`config.mk`:
```
export PLATFORM = sky130hd
export DESIGN_NAME = rpn_stack_evaluator
export DESIGN_NICKNAME = d
export VERILOG_FILES = /design/src/hdl/rpn_pkg.sv /design/src/hdl/rpn_mdu.sv /design/src/hdl/rpn_dp.sv /design/src/hdl/rpn_ctrl.sv /design/src/hdl/rpn_stack_evaluator.sv
export SDC_FILE = /design/constraint.sdc
export NUM_CORES = 2
export LEC_CHECK = 0
export ABC_CLOCK_PERIOD_IN_PS = 13150
export BUFFER_PORTS_ARGS = -buffer_cell sky130_fd_sc_hd__clkbuf_2
export CORE_ASPECT_RATIO = 1.5
export CORE_MARGIN = 1.5
export CORE_UTILIZATION = 34
export CTS_CLUSTER_SIZE = 25
export DETAILED_ROUTE_END_ITERATION = 10
export HOLD_SLACK_MARGIN = 0.03
export SYNTH_ARGS = -nofsm -noshare
export SYNTH_HDL_FRONTEND = slang
export SYNTH_SLANG_ARGS = --single-unit
```
`constraint.sdc`:
```
create_clock -name clk -period 13.15 [get_ports clk]
set_input_delay 0 -clock clk [delete_from_list [all_inputs] [get_ports clk]]
set_output_delay 0 -clock clk [all_outputs]
set_load 0.03 [all_outputs]
```
`src/hdl/rpn_pkg.sv`:
```
// rpn_pkg: shared constants, codes and controller/datapath link types
// for the rpn stack evaluator; no dependencies
package rpn_pkg;

  localparam int SYM_W           = 8;
  localparam int VALUE_W         = 48;
  localparam int STATUS_W        = 3;
  localparam int STACK_DEPTH_DEF = 16;
  localparam int FRAC_BITS_DEF   = 16;

  localparam logic [SYM_W-1:0] CH_END   = 8'h00;
  localparam logic [SYM_W-1:0] CH_ZERO  = 8'h30;
  localparam logic [SYM_W-1:0] CH_NINE  = 8'h39;
  localparam logic [SYM_W-1:0] CH_PLUS  = 8'h2B;
  localparam logic [SYM_W-1:0] CH_MINUS = 8'h2D;
  localparam logic [SYM_W-1:0] CH_STAR  = 8'h2A;
  localparam logic [SYM_W-1:0] CH_SLASH = 8'h2F;

  localparam logic [VALUE_W-1:0] VAL_MAX = 48'h7FFF_FFFF_FFFF;
  localparam logic [VALUE_W-1:0] VAL_MIN = 48'h8000_0000_0000;

  typedef enum logic [STATUS_W-1:0] {
    ST_OK    = 3'd0,
    ST_UNDER = 3'd1,
    ST_LEFT  = 3'd2,
    ST_DIVZ  = 3'd3,
    ST_OVER  = 3'd4
  } status_t;

  typedef enum logic [2:0] {
    SYM_END,
    SYM_DIGIT,
    SYM_ADD,
    SYM_SUB,
    SYM_MUL,
    SYM_DIV,
    SYM_OTHER
  } sym_class_t;

  typedef enum logic [1:0] {
    OUT_ERR,
    OUT_EMPTY,
    OUT_TOP
  } out_src_t;

  // controller to datapath
  typedef struct packed {
    logic       load_sym;
    logic       rd_top;
    logic       rd_next;
    logic       cap_r;
    logic       cap_l;
    logic       push_digit;
    logic       write_res;
    logic       set_err;
    status_t    err_code;
    logic       mdu_start;
    logic       out_load;
    out_src_t   out_src;
    logic       clear;
  } rpn_cmd_t;

  // datapath to controller
  typedef struct packed {
    sym_class_t sym_class;
    logic       err_set;
    logic       depth_zero;
    logic       depth_lt2;
    logic       depth_full;
    logic       right_zero;
    logic       mdu_done;
    logic       out_free;
  } rpn_stat_t;

  function automatic sym_class_t classify(input logic [SYM_W-1:0] c);
    sym_class_t k;
    case (c) inside
      CH_END:             k = SYM_END;
      [CH_ZERO:CH_NINE]:  k = SYM_DIGIT;
      CH_PLUS:            k = SYM_ADD;
      CH_MINUS:           k = SYM_SUB;
      CH_STAR:            k = SYM_MUL;
      CH_SLASH:           k = SYM_DIV;
      default:            k = SYM_OTHER;
    endcase
    return k;
  endfunction

endpackage

```
`src/hdl/rpn_mdu.sv`:
```
// rpn_mdu: iterative fixed-point multiply/divide unit, one bit per cycle
// depends on rpn_pkg
module rpn_mdu #(
  parameter int FRAC_BITS = rpn_pkg::FRAC_BITS_DEF
) (
  input  logic                        clk,
  input  logic                        rst,
  input  logic                        start,
  input  logic                        div_mode,
  input  logic [rpn_pkg::VALUE_W-1:0] lhs,
  input  logic [rpn_pkg::VALUE_W-1:0] rhs,
  output logic                        done,
  output logic [rpn_pkg::VALUE_W-1:0] res
);

  localparam int VW = rpn_pkg::VALUE_W;
  localparam int NW = VW + FRAC_BITS;
  localparam int PW = 2 * VW;
  localparam int CW = $clog2(NW + 1);

  typedef enum logic [1:0] {M_IDLE, M_RUN, M_FIX} mstate_t;

  mstate_t        state;
  logic           is_div;
  logic           neg;
  logic [VW-1:0]  mcand;
  logic [PW-1:0]  prod;
  logic [VW-1:0]  rem;
  logic [NW-1:0]  quo;
  logic [CW-1:0]  cnt;

  logic [VW-1:0]  lmag, rmag;
  logic [VW:0]    psum;
  logic [VW:0]    trial;
  logic [VW+1:0]  diff;
  logic           ge;
  logic [PW-1:0]  mul_sh;
  logic           sat;
  logic [VW-2:0]  mag;
  logic [VW-1:0]  fix_val;

  assign lmag = lhs[VW-1] ? (~lhs + VW'(1)) : lhs;
  assign rmag = rhs[VW-1] ? (~rhs + VW'(1)) : rhs;

  // shift-add multiply step
  assign psum = {1'b0, prod[PW-1:VW]} + {1'b0, mcand};

  // restoring divide step
  assign trial = {rem, quo[NW-1]};
  assign diff  = {1'b0, trial} - {2'b00, mcand};
  assign ge    = ~diff[VW+1];

  // final scaling, saturation and sign
  assign mul_sh = prod >> FRAC_BITS;
  assign sat    = is_div ? (|quo[NW-1:VW-1]) : (|mul_sh[PW-1:VW-1]);
  assign mag    = is_div ? quo[VW-2:0] : mul_sh[VW-2:0];

  always_comb begin
    if (sat) begin
      fix_val = neg ? rpn_pkg::VAL_MIN : rpn_pkg::VAL_MAX;
    end else if (neg) begin
      fix_val = ~{1'b0, mag} + VW'(1);
    end else begin
      fix_val = {1'b0, mag};
    end
  end

  always_ff @(posedge clk) begin
    if (rst) begin
      state <= M_IDLE;
      done  <= 1'b0;
    end else begin
      done <= 1'b0;
      case (state)
        M_IDLE: begin
          if (start) begin
            is_div <= div_mode;
            neg    <= lhs[VW-1] ^ rhs[VW-1];
            rem    <= '0;
            if (div_mode) begin
              mcand <= rmag;
              quo   <= NW'(lmag) << FRAC_BITS;
              cnt   <= CW'(NW);
            end else begin
              mcand <= lmag;
              prod  <= {{VW{1'b0}}, rmag};
              cnt   <= CW'(VW);
            end
            state <= M_RUN;
          end
        end
        M_RUN: begin
          if (is_div) begin
            rem <= ge ? diff[VW-1:0] : trial[VW-1:0];
            quo <= {quo[NW-2:0], ge};
          end else if (prod[0]) begin
            prod <= {psum, prod[VW-1:1]};
          end else begin
            prod <= {1'b0, prod[PW-1:1]};
          end
          cnt <= cnt - CW'(1);
          if (cnt == CW'(1)) begin
            state <= M_FIX;
          end
        end
        M_FIX: begin
          res   <= fix_val;
          done  <= 1'b1;
          state <= M_IDLE;
        end
        default: state <= M_IDLE;
      endcase
    end
  end

endmodule

```
`src/hdl/rpn_dp.sv`:
```
// rpn_dp: operand stack memory, operand registers, add/sub, mul/div unit
// and result register; depends on rpn_pkg and rpn_mdu
module rpn_dp #(
  parameter int STACK_DEPTH = rpn_pkg::STACK_DEPTH_DEF,
  parameter int FRAC_BITS   = rpn_pkg::FRAC_BITS_DEF
) (
  input  logic                         clk,
  input  logic                         rst,
  input  logic [rpn_pkg::SYM_W-1:0]    symbol,
  input  rpn_pkg::rpn_cmd_t            cmd,
  output rpn_pkg::rpn_stat_t           stat,
  input  logic                         out_stall,
  output logic                         out_valid,
  output logic [rpn_pkg::VALUE_W-1:0]  value,
  output logic [rpn_pkg::STATUS_W-1:0] status
);

  localparam int VW = rpn_pkg::VALUE_W;
  localparam int AW = $clog2(STACK_DEPTH);
  localparam int DW = $clog2(STACK_DEPTH + 1);

  logic [VW-1:0]              mem [STACK_DEPTH];
  logic [VW-1:0]              rd_data;
  logic [rpn_pkg::SYM_W-1:0]  sym;
  logic [DW-1:0]              depth;
  rpn_pkg::status_t           err;
  logic [VW-1:0]              rop, lop;

  rpn_pkg::sym_class_t        cls;
  logic [DW-1:0]              dm1, dm2;
  logic [AW-1:0]              rd_addr, wr_addr;
  logic [VW-1:0]              wr_data;
  logic [rpn_pkg::SYM_W-1:0]  dig8;
  logic [VW-1:0]              dig_val;
  logic [VW:0]                as_sum;
  logic [VW-1:0]              as_res;
  logic [VW-1:0]              op_res;
  logic                       mdu_done;
  logic [VW-1:0]              mdu_res;
  logic                       is_md;

  assign cls     = rpn_pkg::classify(sym);
  assign dm1     = depth - DW'(1);
  assign dm2     = depth - DW'(2);
  assign rd_addr = cmd.rd_next ? dm2[AW-1:0] : dm1[AW-1:0];
  assign wr_addr = cmd.push_digit ? depth[AW-1:0] : dm2[AW-1:0];

  assign dig8    = sym - rpn_pkg::CH_ZERO;
  assign dig_val = VW'(dig8[3:0]) << FRAC_BITS;

  // add/sub with saturation on the 49-bit sum
  assign as_sum = (cls == rpn_pkg::SYM_SUB) ? ({lop[VW-1], lop} - {rop[VW-1], rop})
                                            : ({lop[VW-1], lop} + {rop[VW-1], rop});
  always_comb begin
    if (as_sum[VW] != as_sum[VW-1]) begin
      as_res = as_sum[VW] ? rpn_pkg::VAL_MIN : rpn_pkg::VAL_MAX;
    end else begin
      as_res = as_sum[VW-1:0];
    end
  end

  assign is_md   = (cls == rpn_pkg::SYM_MUL) || (cls == rpn_pkg::SYM_DIV);
  assign op_res  = is_md ? mdu_res : as_res;
  assign wr_data = cmd.push_digit ? dig_val : op_res;

  rpn_mdu #(
    .FRAC_BITS (FRAC_BITS)
  ) u_mdu (
    .clk      (clk),
    .rst      (rst),
    .start    (cmd.mdu_start),
    .div_mode (cls == rpn_pkg::SYM_DIV),
    .lhs      (lop),
    .rhs      (rop),
    .done     (mdu_done),
    .res      (mdu_res)
  );

  // stack memory: one write port, one registered read port
  always_ff @(posedge clk) begin
    if (cmd.push_digit || cmd.write_res) begin
      mem[wr_addr] <= wr_data;
    end
    if (cmd.rd_top || cmd.rd_next) begin
      rd_data <= mem[rd_addr];
    end
  end

  always_ff @(posedge clk) begin
    if (cmd.load_sym) begin
      sym <= symbol;
    end
    if (cmd.cap_r) begin
      rop <= rd_data;
    end
    if (cmd.cap_l) begin
      lop <= rd_data;
    end
  end

  always_ff @(posedge clk) begin
    if (rst) begin
      depth <= '0;
      err   <= rpn_pkg::ST_OK;
    end else begin
      if (cmd.clear) begin
        depth <= '0;
      end else if (cmd.push_digit) begin
        depth <= depth + DW'(1);
      end else if (cmd.write_res) begin
        depth <= dm1;
      end
      if (cmd.clear) begin
        err <= rpn_pkg::ST_OK;
      end else if (cmd.set_err) begin
        err <= cmd.err_code;
      end
    end
  end

  // result register
  always_ff @(posedge clk) begin
    if (rst) begin
      out_valid <= 1'b0;
    end else if (cmd.out_load) begin
      out_valid <= 1'b1;
    end else if (!out_stall) begin
      out_valid <= 1'b0;
    end
  end

  always_ff @(posedge clk) begin
    if (cmd.out_load) begin
      case (cmd.out_src)
        rpn_pkg::OUT_ERR: begin
          value  <= '0;
          status <= err;
        end
        rpn_pkg::OUT_EMPTY: begin
          value  <= '0;
          status <= rpn_pkg::ST_UNDER;
        end
        rpn_pkg::OUT_TOP: begin
          value  <= rd_data;
          status <= (depth != DW'(1)) ? rpn_pkg::ST_LEFT : rpn_pkg::ST_OK;
        end
        default: begin
          value  <= '0;
          status <= rpn_pkg::ST_OK;
        end
      endcase
    end
  end

  assign stat.sym_class  = cls;
  assign stat.err_set    = (err != rpn_pkg::ST_OK);
  assign stat.depth_zero = (depth == '0);
  assign stat.depth_lt2  = (depth < DW'(2));
  assign stat.depth_full = (depth >= DW'(STACK_DEPTH));
  assign stat.right_zero = (rop == '0);
  assign stat.mdu_done   = mdu_done;
  assign stat.out_free   = !out_valid || !out_stall;

endmodule

```
`src/hdl/rpn_ctrl.sv`:
```
// rpn_ctrl: sequencing state machine for the rpn stack evaluator
// depends on rpn_pkg
module rpn_ctrl (
  input  logic               clk,
  input  logic               rst,
  input  logic               in_valid,
  output logic               in_stall,
  input  rpn_pkg::rpn_stat_t stat,
  output rpn_pkg::rpn_cmd_t  cmd
);

  typedef enum logic [2:0] {
    S_IDLE,
    S_DECODE,
    S_TOUT,
    S_RDR,
    S_RDL,
    S_EXEC,
    S_MWAIT
  } state_t;

  state_t state, state_next;

  assign in_stall = (state != S_IDLE);

  always_comb begin
    cmd          = '0;
    cmd.err_code = rpn_pkg::ST_OK;
    cmd.out_src  = rpn_pkg::OUT_ERR;
    state_next   = state;
    case (state)
      S_IDLE: begin
        if (in_valid) begin
          cmd.load_sym = 1'b1;
          state_next   = S_DECODE;
        end
      end
      S_DECODE: begin
        if (stat.sym_class == rpn_pkg::SYM_END) begin
          if (stat.err_set || stat.depth_zero) begin
            if (stat.out_free) begin
              cmd.out_load = 1'b1;
              cmd.out_src  = stat.err_set ? rpn_pkg::OUT_ERR : rpn_pkg::OUT_EMPTY;
              cmd.clear    = 1'b1;
              state_next   = S_IDLE;
            end
          end else begin
            cmd.rd_top = 1'b1;
            state_next = S_TOUT;
          end
        end else if (stat.err_set) begin
          state_next = S_IDLE;
        end else begin
          case (stat.sym_class)
            rpn_pkg::SYM_DIGIT: begin
              if (stat.depth_full) begin
                cmd.set_err  = 1'b1;
                cmd.err_code = rpn_pkg::ST_OVER;
              end else begin
                cmd.push_digit = 1'b1;
              end
              state_next = S_IDLE;
            end
            rpn_pkg::SYM_ADD, rpn_pkg::SYM_SUB, rpn_pkg::SYM_MUL, rpn_pkg::SYM_DIV: begin
              if (stat.depth_lt2) begin
                cmd.set_err  = 1'b1;
                cmd.err_code = rpn_pkg::ST_UNDER;
                state_next   = S_IDLE;
              end else begin
                cmd.rd_top = 1'b1;
                state_next = S_RDR;
              end
            end
            default: state_next = S_IDLE;
          endcase
        end
      end
      S_TOUT: begin
        if (stat.out_free) begin
          cmd.out_load = 1'b1;
          cmd.out_src  = rpn_pkg::OUT_TOP;
          cmd.clear    = 1'b1;
          state_next   = S_IDLE;
        end
      end
      S_RDR: begin
        cmd.cap_r   = 1'b1;
        cmd.rd_next = 1'b1;
        state_next  = S_RDL;
      end
      S_RDL: begin
        cmd.cap_l  = 1'b1;
        state_next = S_EXEC;
      end
      S_EXEC: begin
        case (stat.sym_class)
          rpn_pkg::SYM_ADD, rpn_pkg::SYM_SUB: begin
            cmd.write_res = 1'b1;
            state_next    = S_IDLE;
          end
          rpn_pkg::SYM_DIV: begin
            if (stat.right_zero) begin
              cmd.set_err  = 1'b1;
              cmd.err_code = rpn_pkg::ST_DIVZ;
              state_next   = S_IDLE;
            end else begin
              cmd.mdu_start = 1'b1;
              state_next    = S_MWAIT;
            end
          end
          rpn_pkg::SYM_MUL: begin
            cmd.mdu_start = 1'b1;
            state_next    = S_MWAIT;
          end
          default: state_next = S_IDLE;
        endcase
      end
      S_MWAIT: begin
        if (stat.mdu_done) begin
          cmd.write_res = 1'b1;
          state_next    = S_IDLE;
        end
      end
      default: state_next = S_IDLE;
    endcase
  end

  always_ff @(posedge clk) begin
    if (rst) begin
      state <= S_IDLE;
    end else begin
      state <= state_next;
    end
  end

endmodule

```
`src/hdl/rpn_stack_evaluator.sv`:
```
// rpn_stack_evaluator: top level of the reverse polish expression evaluator
// depends on rpn_pkg, rpn_ctrl, rpn_dp (which holds rpn_mdu)
//
//   channel   direction   handshake              payload
//   input     in          in_valid / in_stall    symbol[7:0]
//   result    out         out_valid / out_stall  value[47:0] (signed), status[2:0]
//
// one item is worked at a time; in_stall is high whenever the controller is busy
// digit or ignored byte: handled in the decode state; + or -: two stack reads through the
// single registered read port of the stack memory, then the write back
// * and / are worked by the bit-serial multiply/divide unit (48 or 48 + FRAC_BITS steps)
// terminator: waits while the result register is still held by out_stall
// synchronous active-high reset clears depth, error and valid flags; no clearing pass
module rpn_stack_evaluator #(
  parameter int STACK_DEPTH = rpn_pkg::STACK_DEPTH_DEF,
  parameter int FRAC_BITS   = rpn_pkg::FRAC_BITS_DEF
) (
  input  logic                         clk,
  input  logic                         rst,
  // expression bytes
  input  logic                         in_valid,
  output logic                         in_stall,
  input  logic [rpn_pkg::SYM_W-1:0]    symbol,
  // one result per terminator
  output logic                         out_valid,
  input  logic                         out_stall,
  output logic [rpn_pkg::VALUE_W-1:0]  value,
  output logic [rpn_pkg::STATUS_W-1:0] status
);

  // command and status link between sequencer and datapath
  rpn_pkg::rpn_cmd_t  cmd;
  rpn_pkg::rpn_stat_t stat;

  // sequencer: decodes the held byte and steps reads, arithmetic and write back
  rpn_ctrl u_ctrl (
    .clk      (clk),
    .rst      (rst),
    .in_valid (in_valid),
    .in_stall (in_stall),
    .stat     (stat),
    .cmd      (cmd)
  );

  // datapath: stack memory, depth and error registers, arithmetic, result register
  rpn_dp #(
    .STACK_DEPTH (STACK_DEPTH),
    .FRAC_BITS   (FRAC_BITS)
  ) u_dp (
    .clk       (clk),
    .rst       (rst),
    .symbol    (symbol),
    .cmd       (cmd),
    .stat      (stat),
    .out_stall (out_stall),
    .out_valid (out_valid),
    .value     (value),
    .status    (status)
  );

endmodule
```
[Word level (Yosys, flattened, before mapping)]
Memory sizes are Yosys's and may differ from the RTL's. A register that Yosys moved wholly into a read port is not among the register bits.
Cells that the tools add are included.
Word-level totals
  flip-flop bits (word level): 483
  memory bits (writable): 768
  input bits: 12
  logic and storage cells: 200
  memories kept: 1
Memories
  u_dp.mem: depth 16, width 48, read ports 1, clocked after memory_dff 1, wr ports 1, RTL line rpn_dp.sv:22  | logic [VW-1:0] mem [STACK_DEPTH];
Operators by class
  add/sub/neg operators: 12
  magnitude comparators: 4
  eq/ne operators: 31
  muxes and demuxes: 95
  bitwise logic cells: 6
  reductions and logical operators: 32
Operators with widths (number)
  48-bit two-way mux: 13
  96-bit two-way mux: 4
  64-bit two-way mux: 3
  96-bit case mux with 2 select lines: 1
  48-bit by 1-bit adder with 48-bit output, second input constant: 3
  64-bit case mux with 2 select lines: 1
  48-bit by 48-bit adder with 49-bit output: 2
  48-bit inverter: 2
  48-bit case mux with 2 select lines: 1
  49-bit by 48-bit subtractor with 50-bit output: 1
  49-bit two-way mux: 1
  48-bit by 48-bit subtractor with 49-bit output: 1
  48-bit zero test: 1
  4-bit two-way mux: 12
  47-bit inverter with 48-bit output: 1
  47-bit two-way mux: 1
  3-bit two-way mux: 12
  33-bit OR reduction: 1
  8-bit by 6-bit == test with 1-bit output, second input constant: 4
  1-bit two-way mux: 25
  4-bit case mux with 2 select lines: 3
  3-bit case mux with 7 select lines: 1
  17-bit OR reduction: 1
  3-bit == test, second input constant: 5
  other kinds (43): 80

[Longest topological paths before layout]
  word-level depth: 15
  mapped depth: 23

[Modules after synthesis]
A second synthesis with hierarchy kept.
Second synthesis, totals
  cells, all modules: 4811
  area total of the unflattened synthesis: 63759.9 um^2
Modules (own cells, without submodules)
  rpn_dp: times used 1, cells each 2385, area an instance 41179.5 um^2, sequential area each 29338.1 um^2
  rpn_mdu: times used 1, cells each 2365, area an instance 22158.8 um^2, sequential area each 9459.1 um^2
  rpn_ctrl: times used 1, cells each 61, area an instance 421.7 um^2, sequential area each 60.1 um^2

[Least setup slack after synthesis]
OpenSTA, ideal clock, no wires.
  path type: register to register
  start: register u_dp.u_mdu.is_div
  end: register u_dp.u_mdu.prod[0] (enable)
  setup time: 0.563 ns
  arrival time: 6.526 ns
  data required time: 12.587 ns
  setup slack: 6.062 ns
  cell stages (with the launch flop): 11
  path buffers: 8
  period minus slack after synthesis: 7.088 ns
  cells stage by stage: edfxtp_1 clkbuf_1 buf_2 buf_2 buf_2 buf_1 buf_1 buf_1 clkbuf_1 a21oi_1 nor2b_1
Between the ends
  cells in the longest elaborated chain, start to end: 2
Ends and longest elaborated chain
  start: declaration: RTL line rpn_mdu.sv:24  | logic is_div;
  start signal: assignment: RTL line rpn_mdu.sv:77  | is_div <= div_mode;
  2-bit != test (no source line)
  5-bit AND reduction (no source line)
  end signal: assignment: RTL line rpn_mdu.sv:86  | prod <= {{VW{1'b0}}, rmag};
  end signal: assignment: RTL line rpn_mdu.sv:97  | prod <= {psum, prod[VW-1:1]};
  end signal: assignment: RTL line rpn_mdu.sv:99  | prod <= {1'b0, prod[PW-1:1]};
  end: declaration: RTL line rpn_mdu.sv:27  | logic [PW-1:0] prod;
Every way passes these cells.
A chain may end at the register's enable or synchronous reset.

[Worst setup path in the final report]
  start: register u_dp.rop[0]
  end: memory u_dp.mem[12][20] in the netlist's numbering, data pin
Between the ends
  cells in the longest elaborated chain, start to end: 6
  elaborated cells on any way between the ends: 8
Ends and longest elaborated chain
  start: declaration: RTL line rpn_dp.sv:27  | logic [VW-1:0] rop, lop;
  start signal: assignment: RTL line rpn_dp.sv:94  | rop <= rd_data;
  48-bit by 48-bit adder with 49-bit output or 48-bit by 48-bit subtractor with 49-bit output (tied branches): RTL line rpn_dp.sv:53, rpn_dp.sv:52
  49-bit two-way mux *: RTL line rpn_dp.sv:52  | assign as_sum = (cls == rpn_pkg::SYM_SUB) ? ({lop[VW-1], lop} - {rop[VW-1], rop})
  48-bit two-way mux or 1-bit != test (tied branches): RTL line rpn_dp.sv:56, rpn_dp.sv:55
  48-bit two-way mux *: RTL line rpn_dp.sv:55  | if (as_sum[VW] != as_sum[VW-1]) begin
  48-bit two-way mux *: RTL line rpn_dp.sv:63  | assign op_res = is_md ? mdu_res : as_res;
  48-bit two-way mux *: RTL line rpn_dp.sv:64  | assign wr_data = cmd.push_digit ? dig_val : op_res;
  named net u_dp.wr_data[20]: RTL line rpn_dp.sv:32  | logic [VW-1:0] wr_data;
  end: declaration: RTL line rpn_dp.sv:22
Mark *: on every way through the listed nets, which the timed path passes. The rest lies on a longest branch.

==> reports/results.tsv <==
stage	metric	value	unit
finish	nFillCells	17410	
die	die_x	355.5	µm
yosys	synth_top_family_by_area	multiplexers	
yosys	yosys.area_share.simple	9.490	%
yosys	ys_seq_elements	1299	
sta	fin_setup_tns	0	ns
clock_network	path_clk_slew	0.07	ns
yosys	ys_warn_count	0	
die	start_util	34.29	%
clock_network	clock_latency	0.77	ns
worst_hold_path	holdCritStartpoint	rst	
critical_path	r2r_start	u_dp.rop[0]$_DFFE_PP_	
critical_path	start_kind	register	
finish	fin_util	38.34	%
critical_path	setup.worst_path.class	reg2reg	
sta	worst_pin_slew	1.239	ns
power_and_ir_drop	cellLeakagePower	25.05	nW
clock_network	cts_buffer_depth	3	
drt	via_count	40670	
placement	dpl.hpwl	128300	µm
finish	drive_gt1_share	12.71	%
sta	clock-skew-final	0.07195	ns
yosys	synth.distinct_cells	95	
grt	antenna_found_initial	10	
critical_path	crit_fanout	41	
yosys	post-synth-top-area-fraction	60.86	%
yosys	synthFlopType	edfxtp_1	
power_and_ir_drop	ir_drop	0.1146	mV
grt	grt_overflow	0	
drt	viasPerCell	5.563	
yosys	synth_edf_count	1284	
clock_network	cts_tree	built	
sta	relSlewSlack	17.42	%
finish	fin_area	70830	µm²
drt	drt_iter0_drc	3566	
grt	grt.busiest_layer	met2	
sta	max_freq	0.1217	GHz
power_and_ir_drop	p_per_area	115.2	nW/µm²
die	die_h	531.7	µm
die	core	184700	µm²
sta	rsz0062_at_grt	no	
finish	nets	4941	
yosys	synth_compound_area_share	9.794	%
worst_hold_path	worstHoldEndpoint	u_ctrl.state[1]$_SDFFE_PP0P_	
sta	slew_viol_final	0	
critical_path	rr_endpoint	u_dp.mem[12][20]$_DFFE_PP_	
finish	layout_commonest_cell	edfxtp_1	
sta	setup_violations	0	
sta	min_period	8.214	ns
clock_network	clockRootBuffer	clkbuf_16	
grt	track_usage	19.64	%
yosys	syn_area	63350	µm²
sta	hold_viol	0	
yosys	yosysTopAreaCell	edfxtp_1	
grt	grt_max_degree	118	
sta	whs	0.2304	ns
placement	post_dp_cell_area	66640	µm²
clock_network	htreeDepth	3	
drt	drc	0	
yosys	synthArstFlopShare	0	%
clock_network	cts_resized	0	
grt	gr-usage-met1	22.72	%
drt	firstDrtPassIters	6	
die	pin_count	65	
yosys	yosysSeqAreaShare	61.33	%
finish	seqCellArea	38860	µm²
critical_path	r2r_cells	20	
finish	multi_input_area	23370	µm²
placement	io_buffers	64	
critical_path	r2r_setup_slack	4.94	ns
critical_path	worstSetupEndpointType	register	
yosys	synth_fa_ha_area_share	3.192	%
yosys	synthTopCellsByArea	edfxtp_1 (61%), mux4_2 (6.8%), ha_1 (3.1%)	
grt	grt_pass1_vias	40790	
flow_run	cap_violations	0	
critical_path	cp.required	13.49	ns
finish	final_cell_mix	edfxtp_1 (1284), nor2_1 (383), a21oi_1 (370)	
yosys	synthesis.nets	4911	
clock_network	cts_buffers	117	
yosys	avgSynthCellArea	13.37	µm²
grt	grt_use_met3	2.307	%
die	std_cell_rows	193	
finish	area_growth	11.80	%
die	dieArea	189000	µm²
clock_network	numClockSinks	1299	
grt	grt.met2_usage	34.80	%
placement	place.gp.congestion	0.9553	
yosys	synth.area.mux_share	9.900	%
critical_path	crit_arrival	8.55	ns
sta	period_share	62.46	%
status	status	complete, no violations	
yosys	synth_xor_area_share	4.007	%
drt	wl	190100	µm
worst_hold_path	hold_depth	3	
worst_hold_path	hold_class	in2reg	
yosys	syn_inst	4740	
drt	wl_per_cell	26.00	µm
grt	grt_pass1_wl	274100	µm
drt	route.antenna.remaining_nets	0	
[layout make-up]
| class | count | area share (%) |
|---|---|---|
| clock inverter | 80 | 1.279 |
| antenna | 3 | 0.01060 |
| multi-input combinational | 3068 | 32.99 |
| timing repair buffer | 160 | 1.583 |
| inverter | 124 | 0.6571 |
| clock buffer | 140 | 4.315 |
| sequential | 1299 | 54.86 |
| tap | 2437 | 4.305 |
[registers in the layout, indices dropped and copies added, names as in the netlist, 7 cells and up]
register / cells
u_dp.rd_data: 48
u_dp.u_mdu.rem: 48
u_dp.value: 48
u_dp.mem: 768
u_dp.u_mdu.mcand: 48
u_dp.u_mdu.quo: 64
u_dp.u_mdu.prod: 96
u_dp.lop: 48
u_dp.sym: 8
u_dp.u_mdu.res: 48
u_dp.u_mdu.cnt: 7
u_dp.rop: 48
[power breakdown]
| group | internal [mW] | total [mW] | switching [mW] |
|---|---|---|---|
| registers | 4.50 | 4.50 | 0.00469 |
| clock network | 1.99 | 3.58 | 1.59 |
| logic | 0.0295 | 0.0776 | 0.0481 |
[layer usage]
metal  part of all wire (%)  up-vias  wire length (µm)
met5                  0.013        -                25
met4                    6.4        4             12250
met3                    5.0      368              9518
met2                     51     1370             97140
met1                     37    20740             71120
li1                       -    18200                 -
[worst max path at each step]
stage	slack, ns	from	endpoint	cells after the start
global placement	5.23	u_dp.rop[0]$_DFFE_PP_	u_dp.mem[11][25]$_DFFE_PP_	20
detailed placement	5.27	u_dp.rop[2]$_DFFE_PP_	u_dp.mem[11][14]$_DFFE_PP_	20
global route	4.64	u_dp.rop[0]$_DFFE_PP_	u_dp.mem[12][22]$_DFFE_PP_	20
finish	4.94	u_dp.rop[0]$_DFFE_PP_	u_dp.mem[12][20]$_DFFE_PP_	20
floorplan	6.06	u_dp.u_mdu.is_div$_DFFE_PP_	u_dp.u_mdu.prod[0]$_DFFE_PP_	10
CTS	5.19	u_dp.rop[0]$_DFFE_PP_	u_dp.mem[10][20]$_DFFE_PP_	20
[synthesized netlist by cell type (75+ instances only)]
library cell / n
edfxtp_1: 1284
nor2_1: 398
a21oi_1: 372
nand2_1: 301
clkbuf_1: 199
mux4_2: 192
o21ai_0: 186
mux2i_1: 180
xor2_1: 162
ha_1: 156
xnor2_1: 126
inv_1: 124
a211oi_1: 82
nor3_1: 80
and2_1: 75
[critical path, stage by stage (launching register included)]
cell and delay (ns):
edfxtp_1 0.43, inv_1 0.14, ha_1 0.23, nor3b_1 0.78, nand3_1 0.28, or3_2 0.61
nor2_1 0.16, nand2_1 0.14, nor4_1 0.56, nor2_1 0.12, xnor2_1 0.16, ha_1 0.48
nand4_1 0.27, a2111oi_1 0.44, buf_4 0.23, nor2_1 0.07, a311oi_1 0.72, nand2_1 0.50
o21ai_4 0.24, buf_4 0.69, nor2_1 0.45
[stage by stage]
step	total power, mW	std cells	setup WS [ns]
after floorplan	4.639	4740	6.062
after global placement	4.663	7066	5.235
after detailed placement	4.665	7066	5.271
after CTS	8.212	7308	5.194
after global routing	8.346	7309	4.644
final	8.160	7311	4.936
[cells by family (layout without fill, tap and decap cells)]
kind of cell	count (synthesis)	in the layout
xor gates and xnor gates	289	289
muxes	385	385
other	0	3
AOI/OAI and AO/OA	1003	1003
adders and majority gates	160	160
DFF	1299	1299
buffers and inverters	373	504
and+or+nand+nor	1231	1231
[repair_timing]
item | in CTS | in global routing
hold buffers | 22 | 0
endpoints found under the hold margin | 39 | 0
setup endpoints to repair | 0 | 0
setup buffers | 0 | 0
Note: power is estimated with default switching activity, not from simulation.
